`src/arcm_pkg.sv`:
```
`timescale 1ns / 1ps
// ----------------------------------------------------------------------------
// arcm_pkg
// Shared constants, types and helpers of the audio ring consumer mixer.
// ----------------------------------------------------------------------------
package arcm_pkg;

  localparam int RING_DEPTH    = 1024;
  localparam int ADDR_W        = $clog2(RING_DEPTH);
  localparam int PERIOD_LEN    = 64;
  localparam int FIP_W         = (PERIOD_LEN > 1) ? $clog2(PERIOD_LEN) : 1;
  localparam int SAMPLE_BITS   = 24;
  localparam int MAG_W         = SAMPLE_BITS - 1;
  localparam int BUS_W         = 28;
  localparam int GAIN_W        = 17;
  localparam int IDX_W         = 32;
  localparam int CNT_W         = 32;
  localparam int PEAK_W        = 31;
  localparam int GAIN_SHIFT    = SAMPLE_BITS - 10;
  localparam int PROD_W        = SAMPLE_BITS + GAIN_W + 1;
  localparam int GAINED_W      = PROD_W - GAIN_SHIFT;
  localparam int SUM_W         = BUS_W + 1;
  localparam int PEAK_K        = SAMPLE_BITS - 1 + 14;
  localparam int T_W           = MAG_W + GAIN_W;
  localparam int SCALE_W       = T_W + PEAK_W;

  localparam int CFG_IDX_W  = 1;
  localparam int CFG_DATA_W = GAIN_W;

  typedef logic signed [SAMPLE_BITS-1:0] sample_t;
  typedef logic signed [BUS_W-1:0]       bus_t;
  typedef logic [GAIN_W-1:0]             gain_t;
  typedef logic [MAG_W-1:0]              mag_t;
  typedef logic [CNT_W-1:0]              cnt_t;
  typedef logic [PEAK_W-1:0]             peak_t;
  typedef logic [CFG_IDX_W-1:0]          cfg_idx_t;

  localparam cfg_idx_t REG_GAIN   = 1'b0;
  localparam cfg_idx_t REG_SOURCE = 1'b1;

  localparam logic ACTION_PUSH = 1'b0;
  localparam logic ACTION_MIX  = 1'b1;

  localparam gain_t UNITY_GAIN = GAIN_W'(16384);
  localparam gain_t GAIN_LIMIT = GAIN_W'(65536);
  localparam mag_t  MAG_MAX    = '1;
  localparam peak_t PEAK_FULL  = '1;
  localparam bus_t  BUS_MAX    = {1'b0, {(BUS_W-1){1'b1}}};
  localparam bus_t  BUS_MIN    = {1'b1, {(BUS_W-1){1'b0}}};

  typedef struct packed {
    sample_t left;
    sample_t right;
  } frame_t;

  typedef struct packed {
    logic               we;
    logic               re;
    logic [ADDR_W-1:0]  addr;
  } ram_ctl_t;

  typedef struct packed {
    logic mix;
    logic played;
    logic start;
    logic last;
    bus_t bus_left;
    bus_t bus_right;
    cnt_t underrun;
  } mix_item_t;

  typedef struct packed {
    bus_t  bus_left;
    bus_t  bus_right;
    logic  played;
    logic  last;
    peak_t peak;
    cnt_t  underrun;
  } result_t;

  function automatic mag_t magnitude(sample_t s);
    logic [SAMPLE_BITS-1:0] a;
    a = s[SAMPLE_BITS-1] ? $unsigned(-s) : $unsigned(s);
    return a[SAMPLE_BITS-1] ? MAG_MAX : a[MAG_W-1:0];
  endfunction

endpackage

```
`src/arcm_ctrl.sv`:
```
`timescale 1ns / 1ps
// ----------------------------------------------------------------------------
// arcm_ctrl
// Ring indices, period decision, underrun count and configuration registers.
// ----------------------------------------------------------------------------
module arcm_ctrl (
  input  logic                       clk,
  input  logic                       rst,
  input  logic                       accept,
  input  logic                       advance,
  input  logic                       action,
  input  arcm_pkg::sample_t          push_left,
  input  arcm_pkg::sample_t          push_right,
  input  arcm_pkg::bus_t             bus_left_in,
  input  arcm_pkg::bus_t             bus_right_in,
  input  logic                       wr_en,
  input  arcm_pkg::cfg_idx_t         wr_index,
  input  logic [arcm_pkg::CFG_DATA_W-1:0] wr_data,
  output arcm_pkg::ram_ctl_t         ram_ctl,
  output arcm_pkg::frame_t           ram_wdata,
  output arcm_pkg::gain_t            gain,
  output logic                       s1_valid,
  output arcm_pkg::mix_item_t        s1_item
);
  import arcm_pkg::*;

  logic [IDX_W-1:0] write_index;
  logic [IDX_W-1:0] read_index;
  logic [FIP_W-1:0] frame_in_period;
  logic             period_playing;
  cnt_t             underrun_count;
  logic             source_present;

  logic [IDX_W-1:0] pending;
  logic [IDX_W-1:0] rd_base;
  logic             short_data;
  logic             deep_data;
  logic             start;
  logic             go;
  logic             play;
  logic             last;
  logic             is_mix;
  cnt_t             underrun_next;

  always_comb begin
    is_mix     = (action == ACTION_MIX);
    pending    = write_index - read_index;
    short_data = pending[IDX_W-1] || (pending < IDX_W'(PERIOD_LEN));
    deep_data  = pending > IDX_W'(RING_DEPTH / 2);
    start      = (frame_in_period == '0);
    go         = start && source_present && !short_data;
    play       = start ? go : period_playing;
    rd_base    = (go && deep_data) ? write_index - IDX_W'(PERIOD_LEN) : read_index;
    last       = (frame_in_period == FIP_W'(PERIOD_LEN - 1));
    underrun_next = underrun_count +
                    CNT_W'(start && source_present && short_data);

    ram_ctl.we   = accept && !is_mix;
    ram_ctl.re   = accept && is_mix && play;
    ram_ctl.addr = is_mix ? rd_base[ADDR_W-1:0] : write_index[ADDR_W-1:0];
    ram_wdata.left  = push_left;
    ram_wdata.right = push_right;
  end

  always_ff @(posedge clk) begin
    if (rst) begin
      write_index     <= '0;
      read_index      <= '0;
      frame_in_period <= '0;
      period_playing  <= 1'b0;
      underrun_count  <= '0;
      gain            <= UNITY_GAIN;
      source_present  <= 1'b0;
    end else begin
      if (wr_en) begin
        unique case (wr_index)
          REG_GAIN: begin
            if (wr_data <= GAIN_LIMIT) begin
              gain <= wr_data;
            end
          end
          REG_SOURCE: begin
            if (wr_data[0] && !source_present) begin
              read_index <= write_index;
            end
            source_present <= wr_data[0];
          end
          default: ;
        endcase
      end
      if (accept) begin
        if (!is_mix) begin
          write_index <= write_index + IDX_W'(1);
        end else begin
          if (play) begin
            read_index <= rd_base + IDX_W'(1);
          end
          underrun_count  <= underrun_next;
          frame_in_period <= last ? '0 : frame_in_period + FIP_W'(1);
          period_playing  <= last ? 1'b0 : play;
        end
      end
    end
  end

  always_ff @(posedge clk) begin
    if (rst) begin
      s1_valid <= 1'b0;
    end else if (advance) begin
      s1_valid <= accept;
    end
  end

  always_ff @(posedge clk) begin
    if (advance) begin
      s1_item.mix       <= is_mix;
      s1_item.played    <= is_mix && play;
      s1_item.start     <= is_mix && go;
      s1_item.last      <= is_mix && last;
      s1_item.bus_left  <= bus_left_in;
      s1_item.bus_right <= bus_right_in;
      s1_item.underrun  <= is_mix ? underrun_next : underrun_count;
    end
  end

endmodule

```
`config.mk`:
```
export PLATFORM = sky130hd
export DESIGN_NAME = arcm_ctrl
export DESIGN_NICKNAME = d
export VERILOG_FILES = /design/src/arcm_pkg.sv /design/src/arcm_ctrl.sv
export SDC_FILE = /design/constraint.sdc
export NUM_CORES = 1
export LEC_CHECK = 0
export ABC_AREA = 1
export BUFFER_PORTS_ARGS = -buffer_cell sky130_fd_sc_hd__buf_2
export CAP_MARGIN = 20
export CORE_ASPECT_RATIO = 0.8
export CORE_MARGIN = 2
export CORE_UTILIZATION = 51
export DETAILED_ROUTE_END_ITERATION = 12
export PLACE_DENSITY = 0.88
export SYNTH_ARGS = -nofsm -noshare
export SYNTH_HDL_FRONTEND = slang
export SYNTH_SLANG_ARGS = --single-unit
```
`constraint.sdc`:
```
create_clock -name clk -period 4.7 [get_ports clk]
set_input_delay 0.47 -clock clk [delete_from_list [all_inputs] [get_ports clk]]
set_output_delay 0.47 -clock clk [all_outputs]
set_load 0.02 [all_outputs]
```
==> results.yml <==
power:
  p_sw_mw: 1.54
  sw_frac_of_total: 0.309
  leakage_nw: 8.02
  p_seq_frac: 0.423
  p_clk_frac: 0.367
  p_per_area_mw_per_mm2: 299
  worst_ir_drop_vdd_mv: 0.301
  p_int_mw: 3.44
  p_comb_frac: 0.210
sta:
  fmax_mhz: 202
  tightest_slew_ps: 829
  min_period_ps: 4950
  finalHoldViolations: 0
  clock_skew_ps: 20.8
  whs_ps: 104
  rsz0062_at_grt: "yes"
  finalSetupViolCount: 11
  maxSlewHeadroom: 0.447
  slew_viol_final: 0
  finalCritPeriodShare: 1.05
  fin_ws_ps: -248
die:
  core_sq_mm: 0.0271
  initial_core_util: 0.515
  die-width_um: 189
  die_area_sq_mm: 0.0287
  die_h_um: 152
  rows: 54
  pin_count: 298
critical_path:
  crit_fanout: 4
  worst-setup-path-type: "register to register"
  cp_common_cell: "nand3_2"
  start_kind: "register"
  cp.required_ps: 5130
  worst_setup_path_end_kind: "register"
  cp_slowest_cell: "fa_2"
  critPathArrivalTime_ps: 5380
  max_stage_delay_ps: 370
clock_tree:
  cts_tree: "built"
  clkTransAtPathRegs_ps: 70
  clockBufferDepth: 3
  cts_root_buf: "clkbuf_16"
  clkSinkCount: 214
  cts_buffers: 23
  cts_max_level: 1
  ctsHoldBuffers: 0
  insertion_delay_ps: 540
placed_design:
  dp.cells: 2571
  dpl.hpwl_mm: 31.7
  io_buffers: 201
  post-place-ws_ps: -150
  place.gp.congestion: 0.921
finish:
  layout_commonest_cell: "nand2_1"
  nFillCells: 2352
  finalNonFillerCells: 2636
  finalNetCount: 2423
  drive_gt1_frac: 0.215
  n_antenna_cell: 0
  final_cell_mix: "nand2_1 (528), inv_1 (316), nor2_1 (241)"
  area_growth_pct: 19.3
outcome:
  status: "complete, but fails checks"
  violations: "negative setup slack"
synthesis:
  synth.distinct_cells: 42
  synth_area_leaders: "edfxtp_1 (20%), dfxtp_1 (17%), nand2_1 (15%)"
  synth_flop_cell: "dfxtp_1"
  syn_inst: 2062
  synth_edf_count: 92
  syn-num-nets: 2230
  yosysWarnings: 0
  synth.avg_cell_area_sq_um: 6.77
  ys_async_sr_fraction: 0
  yosysTopAreaCell: "edfxtp_1"
  synthesis.area_sq_mm: 0.0140
  ys_ff_latch: 214
  seq_area_frac_synth: 0.373
  synth_top_area_frac: 0.198
grt:
  grt_pass1_wl_mm: 64.4
  gr-total-overflow: 0
  grt_start_max_net_pins: 71
  antenna_found_initial: 0
  grt.total_usage: 0.276
  grt_pass1_vias: 12584
routing:
  drcViolationCount: 0
  wl_per_cell_um: 16.8
  viasPerCell: 5.45
  first_pass_iters: 6
  routed_wl_mm: 44.3
  drt.antenna.violating_nets: 0
  drt-initial-drc-count: 1640
  via_count: 14374
min_path:
  hold_path_class: "input pin to register"
flow_run:
  cap_violations: 0
cell usage after synthesis (3+ instances only):
library cell and n:
edfxtp_1 92, nor2_1 261, o21ai_0 141, clkbuf_1 39
nand3_1 75, buf_6 4, o211ai_1 4, ha_1 39
nor2_2 17, a31oi_1 3, buf_4 50, inv_1 320
nand2_1 557, nand4_1 29, nand3b_1 5, dfxtp_1 122
a21oi_1 96, clkinv_1 3, nor3_2 8, a211oi_1 3
and2_1 5, nor2_4 8, nor3b_1 4, inv_2 16
nor3_1 37, buf_2 7, xor2_1 56, nand3_2 5
xnor2_1 8, nor4_1 11, nand2_2 12, o21ai_1 15
critical path, delay by kind of cell (launching register included):
family / cells / cell delay (ps)
compound gates: 2 / 290
xor+xnor: 2 / 350
fa+ha+maj: 3 / 730
buf+inv: 4 / 340
flops: 1 / 330
simple gates: 17 / 2760
sequential cells by signal, indices dropped and copies added, names as in the netlist:
register / flops
source_present: 1
frame_in_period: 6
period_playing: 1
underrun_count: 32
write_index: 32
s1_valid: 1
s1_item: 92
gain: 17
read_index: 32
layout make-up:
type | instances | area [sq um] | area share
flip-flops and latches | 214 | 5210 | 0.313
inverters | 339 | 1270 | 0.0765
clock buffers | 27 | 611 | 0.0366
well taps | 364 | 455 | 0.0273
clock inverters | 15 | 140 | 0.00841
repair buffers | 268 | 1560 | 0.0934
multi-input cells | 1409 | 7410 | 0.445
cell families after synthesis:
logic type,Yosys count,share of synthesized area
compound gates,268,0.0994
xor+xnor,64,0.0401
flops,214,0.373
simple gates,1036,0.317
fa+ha+maj,40,0.0364
buf+inv,440,0.135
stage by stage:
| step | total power [mW] | utilization | instance area (sq um) | TNS [ps] |
|---|---|---|---|---|
| 3_3_place_gp | 3.04 | 0.560 | 15200 | 0 |
| 4_1_cts | 4.87 | 0.592 | 16000 | 0 |
| 5_1_grt | 5.16 | 0.615 | 16700 | -7970 |
| 6_report | 4.98 | 0.615 | 16700 | -1690 |
| 2_1_floorplan | 2.82 | - | 14000 | 0 |
| 3_5_place_dp | 3.06 | 0.561 | 15200 | -453 |
power groups by stage:
stage | sequential [mW] | clock [mW] | combinational, mW
floorplan | 2.22 | 0 | 0.596
CTS | 2.10 | 1.84 | 0.934
global placement | 2.13 | 0 | 0.903
detailed placement | 2.14 | 0 | 0.923
global route | 2.11 | 1.92 | 1.14
finish | 2.11 | 1.83 | 1.05
path summary, 6_finish.rpt:
| path | to | start | slack, ps | cells past startpoint |
|---|---|---|---|---|
| max | underrun_count[29] | write_index[0] | -250 | 28 |
| min | s1_item[47] | bus_right_in[15] | 100 | 1 |
| max reg2reg | underrun_count[29] | write_index[0] | -250 | 28 |
| min reg2reg | period_playing | period_playing | 460 | 2 |
timing repair:
item	4_1_cts	5_1_grt
gates cloned	0	1
endpoints found under the hold margin	0	0
pin swaps	4	34
setup buffers	6	16
gates resized for setup	9	132
endpoints found under the setup margin	14	42
per-layer routing:
metal / track usage / part of all wire
met1: 0.374 / 0.41
met2: 0.440 / 0.44
met3: 0.0485 / 0.10
met5: 0 / 0
met4: 0.102 / 0.041
Note: power is estimated with default switching activity, not from simulation.
