===== config.mk =====
export PLATFORM = sky130hd
export DESIGN_NAME = arcm_mix
export DESIGN_NICKNAME = d
export VERILOG_FILES = /design/src/arcm_pkg.sv /design/src/arcm_mix.sv
export SDC_FILE = /design/constraint.sdc
export NUM_CORES = 2
export LEC_CHECK = 0
export BUFFER_PORTS_ARGS = -buffer_cell sky130_fd_sc_hd__buf_2
export CAP_MARGIN = 10
export CORE_UTILIZATION = 60
export DETAILED_ROUTE_END_ITERATION = 10
export PLACE_DENSITY = 0.78
export REMOVE_ABC_BUFFERS = 1
export SYNTH_ARGS = -nofsm -noshare
export SYNTH_HDL_FRONTEND = slang
export SYNTH_SLANG_ARGS = --single-unit

===== constraint.sdc =====
create_clock -name clk -period 24.9 [get_ports clk]
set_clock_uncertainty 0.2 [all_clocks]
set_input_delay 2.49 -clock clk [delete_from_list [all_inputs] [get_ports clk]]
set_output_delay 2.49 -clock clk [all_outputs]
set_load 0.01 [all_outputs]

===== src/arcm_pkg.sv =====
`timescale 1ns / 1ps
// ----------------------------------------------------------------------------
// arcm_pkg
// Shared constants, types and helpers of the audio ring consumer mixer.
// ----------------------------------------------------------------------------
package arcm_pkg;

  localparam int RING_DEPTH    = 1024;
  localparam int ADDR_W        = $clog2(RING_DEPTH);
  localparam int PERIOD_LEN    = 64;
  localparam int FIP_W         = (PERIOD_LEN > 1) ? $clog2(PERIOD_LEN) : 1;
  localparam int SAMPLE_BITS   = 24;
  localparam int MAG_W         = SAMPLE_BITS - 1;
  localparam int BUS_W         = 28;
  localparam int GAIN_W        = 17;
  localparam int IDX_W         = 32;
  localparam int CNT_W         = 32;
  localparam int PEAK_W        = 31;
  localparam int GAIN_SHIFT    = SAMPLE_BITS - 10;
  localparam int PROD_W        = SAMPLE_BITS + GAIN_W + 1;
  localparam int GAINED_W      = PROD_W - GAIN_SHIFT;
  localparam int SUM_W         = BUS_W + 1;
  localparam int PEAK_K        = SAMPLE_BITS - 1 + 14;
  localparam int T_W           = MAG_W + GAIN_W;
  localparam int SCALE_W       = T_W + PEAK_W;

  localparam int CFG_IDX_W  = 1;
  localparam int CFG_DATA_W = GAIN_W;

  typedef logic signed [SAMPLE_BITS-1:0] sample_t;
  typedef logic signed [BUS_W-1:0]       bus_t;
  typedef logic [GAIN_W-1:0]             gain_t;
  typedef logic [MAG_W-1:0]              mag_t;
  typedef logic [CNT_W-1:0]              cnt_t;
  typedef logic [PEAK_W-1:0]             peak_t;
  typedef logic [CFG_IDX_W-1:0]          cfg_idx_t;

  localparam cfg_idx_t REG_GAIN   = 1'b0;
  localparam cfg_idx_t REG_SOURCE = 1'b1;

  localparam logic ACTION_PUSH = 1'b0;
  localparam logic ACTION_MIX  = 1'b1;

  localparam gain_t UNITY_GAIN = GAIN_W'(16384);
  localparam gain_t GAIN_LIMIT = GAIN_W'(65536);
  localparam mag_t  MAG_MAX    = '1;
  localparam peak_t PEAK_FULL  = '1;
  localparam bus_t  BUS_MAX    = {1'b0, {(BUS_W-1){1'b1}}};
  localparam bus_t  BUS_MIN    = {1'b1, {(BUS_W-1){1'b0}}};

  typedef struct packed {
    sample_t left;
    sample_t right;
  } frame_t;

  typedef struct packed {
    logic               we;
    logic               re;
    logic [ADDR_W-1:0]  addr;
  } ram_ctl_t;

  typedef struct packed {
    logic mix;
    logic played;
    logic start;
    logic last;
    bus_t bus_left;
    bus_t bus_right;
    cnt_t underrun;
  } mix_item_t;

  typedef struct packed {
    bus_t  bus_left;
    bus_t  bus_right;
    logic  played;
    logic  last;
    peak_t peak;
    cnt_t  underrun;
  } result_t;

  function automatic mag_t magnitude(sample_t s);
    logic [SAMPLE_BITS-1:0] a;
    a = s[SAMPLE_BITS-1] ? $unsigned(-s) : $unsigned(s);
    return a[SAMPLE_BITS-1] ? MAG_MAX : a[MAG_W-1:0];
  endfunction

endpackage


===== src/arcm_mix.sv =====
`timescale 1ns / 1ps
// ----------------------------------------------------------------------------
// arcm_mix
// Gain, bus mix with saturation, running peak and peak publish pipeline.
// ----------------------------------------------------------------------------
module arcm_mix (
  input  logic                clk,
  input  logic                rst,
  input  logic                s1_valid,
  input  arcm_pkg::mix_item_t s1_item,
  input  arcm_pkg::frame_t    rdata,
  input  arcm_pkg::gain_t     gain,
  input  logic                result_ready,
  output logic                advance,
  output logic                result_valid,
  output arcm_pkg::result_t   result
);
  import arcm_pkg::*;

  localparam logic signed [PROD_W-1:0] ROUND_HALF = PROD_W'(1) << (GAIN_SHIFT - 1);

  mag_t                     running_peak;
  peak_t                    published_peak;

  logic                     s2_valid;
  mix_item_t                s2_item;
  logic signed [PROD_W-1:0] s2_prod_l;
  logic signed [PROD_W-1:0] s2_prod_r;
  mag_t                     s2_peak;

  logic                     s3_valid;
  mix_item_t                s3_item;
  logic [T_W-1:0]           s3_t;

  // stage 1 signals
  logic signed [GAIN_W:0]   gain_s;
  mag_t                     mag_l;
  mag_t                     mag_r;
  mag_t                     peak_base;
  mag_t                     peak_next;

  // stage 2 signals
  logic signed [PROD_W-1:0] rnd_l;
  logic signed [PROD_W-1:0] rnd_r;
  logic signed [PROD_W-1:0] shf_l;
  logic signed [PROD_W-1:0] shf_r;
  logic signed [SUM_W-1:0]  sum_l;
  logic signed [SUM_W-1:0]  sum_r;
  bus_t                     mixed_l;
  bus_t                     mixed_r;
  mix_item_t                s3_item_next;

  // stage 3 signals
  logic [SCALE_W-1:0]       scaled;
  peak_t                    peak_calc;
  logic                     publish;
  peak_t                    peak_out;

  assign advance = !result_valid || result_ready;

  always_comb begin
    gain_s    = {1'b0, gain};
    mag_l     = magnitude(rdata.left);
    mag_r     = magnitude(rdata.right);
    peak_base = s1_item.start ? '0 : running_peak;
    peak_next = peak_base;
    if (mag_l > peak_next) begin
      peak_next = mag_l;
    end
    if (mag_r > peak_next) begin
      peak_next = mag_r;
    end
  end

  always_comb begin
    rnd_l = s2_prod_l + ROUND_HALF;
    rnd_r = s2_prod_r + ROUND_HALF;
    shf_l = rnd_l >>> GAIN_SHIFT;
    shf_r = rnd_r >>> GAIN_SHIFT;
    sum_l = SUM_W'(s2_item.bus_left) + SUM_W'($signed(shf_l[GAINED_W-1:0]));
    sum_r = SUM_W'(s2_item.bus_right) + SUM_W'($signed(shf_r[GAINED_W-1:0]));
    if (sum_l[SUM_W-1] != sum_l[SUM_W-2]) begin
      mixed_l = sum_l[SUM_W-1] ? BUS_MIN : BUS_MAX;
    end else begin
      mixed_l = sum_l[BUS_W-1:0];
    end
    if (sum_r[SUM_W-1] != sum_r[SUM_W-2]) begin
      mixed_r = sum_r[SUM_W-1] ? BUS_MIN : BUS_MAX;
    end else begin
      mixed_r = sum_r[BUS_W-1:0];
    end
    s3_item_next = s2_item;
    if (!s2_item.mix) begin
      s3_item_next.bus_left  = '0;
      s3_item_next.bus_right = '0;
    end else if (s2_item.played) begin
      s3_item_next.bus_left  = mixed_l;
      s3_item_next.bus_right = mixed_r;
    end
  end

  always_comb begin
    scaled    = {s3_t, {PEAK_W{1'b0}}} - SCALE_W'(s3_t);
    peak_calc = (s3_t[T_W-1:PEAK_K] != '0) ? PEAK_FULL : PEAK_W'(scaled >> PEAK_K);
    publish   = s3_item.mix && s3_item.played && s3_item.last;
    peak_out  = publish ? peak_calc : published_peak;
  end

  always_ff @(posedge clk) begin
    if (rst) begin
      s2_valid       <= 1'b0;
      s3_valid       <= 1'b0;
      result_valid   <= 1'b0;
      running_peak   <= '0;
      published_peak <= '0;
    end else if (advance) begin
      s2_valid     <= s1_valid;
      s3_valid     <= s2_valid;
      result_valid <= s3_valid;
      if (s1_valid && s1_item.played) begin
        running_peak <= peak_next;
      end
      if (s3_valid && publish) begin
        published_peak <= peak_calc;
      end
    end
  end

  always_ff @(posedge clk) begin
    if (advance) begin
      s2_item   <= s1_item;
      s2_prod_l <= rdata.left * gain_s;
      s2_prod_r <= rdata.right * gain_s;
      s2_peak   <= peak_next;

      s3_item <= s3_item_next;
      s3_t    <= s2_peak * gain;

      result.bus_left  <= s3_item.bus_left;
      result.bus_right <= s3_item.bus_right;
      result.played    <= s3_item.played;
      result.last      <= s3_item.last;
      result.peak      <= peak_out;
      result.underrun  <= s3_item.underrun;
    end
  end

endmodule


==> summary.txt <==
outcome -> finished clean
number of remaining DRC errors -> 0
buffers added on ports -> 283
worst hold slack -> 212 ps
Worst path max stage delay -> 640 ps
post-route clock period utilization -> 38.8%
measured slew at the worst slew-check pin -> 1200 ps
antenna violations before repair -> 6
router iterations before antenna repair -> 6
worst endpoint required time -> 25,080 ps
Vias/cell -> 5.67
final setup vio count -> 0
setup bufs post-CTS -> 0
final core utilization -> 64.3%
Ports -> 284
warnings from Yosys -> 0
maxcap violations -> 0
HP Class -> flip-flop to flip-flop
Reg2Reg Launch Point -> s2_peak[20]
TNS Setup -> 0 ps
Critical Path Fanout Max -> 42
Seq/Total Area, Yosys -> 21.4%
Tmin final -> 9670 ps
GPL Wtd Cong -> 0.927
Syn Std Cell Area -> 64,700 um^2
Syn Area/Cell -> 9.67 um^2
first-pass GRT wire length -> 256 mm
CTS Buf Count -> 53
FMAX -> 0.103 GHz
HP Start -> s3_item[1]
Synth cell types -> 87
CP startpoint -> gain[9]
Starting Density -> 60.5%
Die Span X -> 330 um
clock tree root buffer cell -> clkbuf_16
number of synthesized flops with an enable pin -> 424
layout cell share with drive strength beyond 1 -> 6.79%
antenna viol nets, final -> 0
Setup crit end kind -> flip-flop
Most used DFF post-synth -> edfxtp_1
final WL -> 158 mm
Synth-to-Final Area Change -> 6.27%
Worst Hold End -> result[1]
clk buf depth -> 3
core area -> 107,000 um^2
RSZ-0062 raised after global routing -> no
WP data arrival -> 9860 ps
Total Nets Final -> 8,439
Synth Register Bits -> 481
vias in the first global route -> 49,200
H-tree levels -> 2
crit-path cells -> buf_2 > buf_4 > nand2_1 > fa_1 > inv_1 > fa_1 > inv_1 > fa_1 > inv_1 > fa_1 > fa_1 > inv_1 > fa_1 > inv_1 > ha_1 > a21o_1 > nor2b_1 > o21ai_0 > nand3_1 > o21a_1 > a221o_1 > o41a_1 > a21oi_1 > xnor2_1
Die Span Y -> 330 um
DP HPWL -> 120 mm
reg-to-reg slack, setup -> 17,410 ps
Crit-path slowest cell -> buf_4
1st-iter DRT viols -> 3,483
CTS tree -> done
Worst-path clk slew -> 60 ps
Hold Crit Depth -> 0
CTS hold repair buffers -> 0
via count -> 46,400
wire length per cell -> 19.3 um
CTS Sinks -> 481
reg2reg end -> s3_t[38]
total track usage -> 29.9%
worst skew pair latency -> 640 ps
crit start category -> input port
slew margin rel. -> 19.5%
Cell Rows -> 120
Async SR Flop Fraction -> 0%
Resize count post-CTS -> 0
largest net degree at the start of global routing -> 86
most used cell, CP -> fa_1
final hold vios -> 0
Total Die Area -> 109,000 um^2
max-slew violations -> 0
critical path class -> input port to flip-flop
GRT overflow -> 0
Post-Synthesis Cells -> 6,693
worst reg-to-reg path cell count -> 22
[state kept, by name, indices dropped and copies added (netlist names)]
signal and count:
s3_valid 1, s2_valid 1, result_valid 1, s2_peak 23
result 121, s2_prod_r 29, s3_t 40, published_peak 31
running_peak 23, s2_prod_l 29, s2_item 91, s3_item 91
[cells in the mapped netlist (32+ instances only)]
master | number | share of area (%)
ha_1 | 429 | 8.3
a21oi_1 | 169 | 1.3
nand3_1 | 61 | 0.47
nor3_1 | 43 | 0.33
o21a_1 | 32 | 0.37
nor2b_1 | 43 | 0.42
dfxtp_1 | 57 | 1.8
edfxtp_1 | 424 | 20
a211oi_1 | 52 | 0.60
o21ai_0 | 161 | 1.2
a21o_1 | 67 | 0.78
nor2_1 | 195 | 1.1
xnor2_1 | 150 | 2.0
inv_1 | 1439 | 8.3
mux2i_1 | 47 | 0.73
and2_1 | 463 | 4.5
fa_1 | 1114 | 34
nand2_1 | 928 | 5.4
clkbuf_1 | 294 | 1.7
and3_1 | 32 | 0.31
xor2_1 | 96 | 1.3
[kinds of logic (layout without fill, tap and decap cells)]
group | count (synthesis) | after routing | share of synthesized area [%]
AOI/OAI and AO/OA | 683 | 683 | 6.96
DFF | 481 | 481 | 21.4
xor gates and xnor gates | 246 | 246 | 3.33
adders and majority gates | 1566 | 1566 | 43.1
muxes | 50 | 50 | 0.779
buffers and inverters | 1772 | 1858 | 10.4
and+or+nand+nor | 1895 | 1895 | 14.0
other | 0 | 8 | 0
[worst max-delay path, delay by kind of cell]
family	cells	cell delay (ps)
buf+inv	7	1490
fa+ha+maj	7	3340
xor+xnor	1	80
simple gates	3	440
compound gates	6	1960
[per-layer routing]
metal	track usage, %	wire [um]	up-vias
met2	49.3	74700	2002
met1	39.9	64500	23300
met3	4.98	12900	397
li1	-	-	20700
met4	11.3	6290	4
met5	0	28	-
[metrics by stage]
step / setup WS [ps] / cell area [um^2] / std cells
2_1_floorplan: 7760 / 63400 / 6360
3_3_place_gp: 14800 / 66900 / 8083
3_5_place_dp: 14670 / 66900 / 8083
4_1_cts: 15330 / 68700 / 8182
5_1_grt: 14980 / 68700 / 8186
6_report: 15230 / 68700 / 8190
[cells in the final DEF, fill, tap and decap left out, types with 9 or more instances in the layout]
cell type and n:
o21ai_0 160, or3_1 14, clkbuf_16 53, a21oi_1 168, nand3_1 61, nand4_1 29
nor2b_1 43, nor2_1 195, bufinv_16 9, nand2_1 928, a22o_1 26, ha_1 429
maj3_1 23, o21a_1 32, a31oi_1 22, o31ai_1 15, nor3_1 43, xor2_1 96
nand2b_1 26, xnor2_1 149, buf_4 41, edfxtp_1 424, and2_1 463, fa_1 1114
a211oi_1 52, a21o_1 67, clkbuf_1 11, dfxtp_1 57, and3_1 31, o21bai_1 15
nor4_1 10, o221a_2 12, mux2i_1 47, buf_2 279, inv_1 1439, o211ai_1 27
[area by class of cell]
type	count	area, um^2
multi-input cells	4440	44100
fillers	8570	38200
flip-flops and latches	481	13900
inverters	1439	5400
well taps	1403	1760
repair buffers	320	1700
clock buffers	69	1440
clock inverters	30	414
diodes	8	20.0
[worst max-delay path by stage]
stage | end | slack [ps]
3_5_place_dp | s2_prod_l[41] | 14670
6_report | s2_prod_l[41] | 15230
4_1_cts | s2_prod_l[41] | 15330
2_1_floorplan | running_peak[0] | 7760
3_3_place_gp | s2_prod_l[41] | 14800
5_1_grt | s2_prod_l[35] | 14980
Power is not shown: default switching activity piles up to over one toggle a cycle in this logic, so the estimate is an artifact.
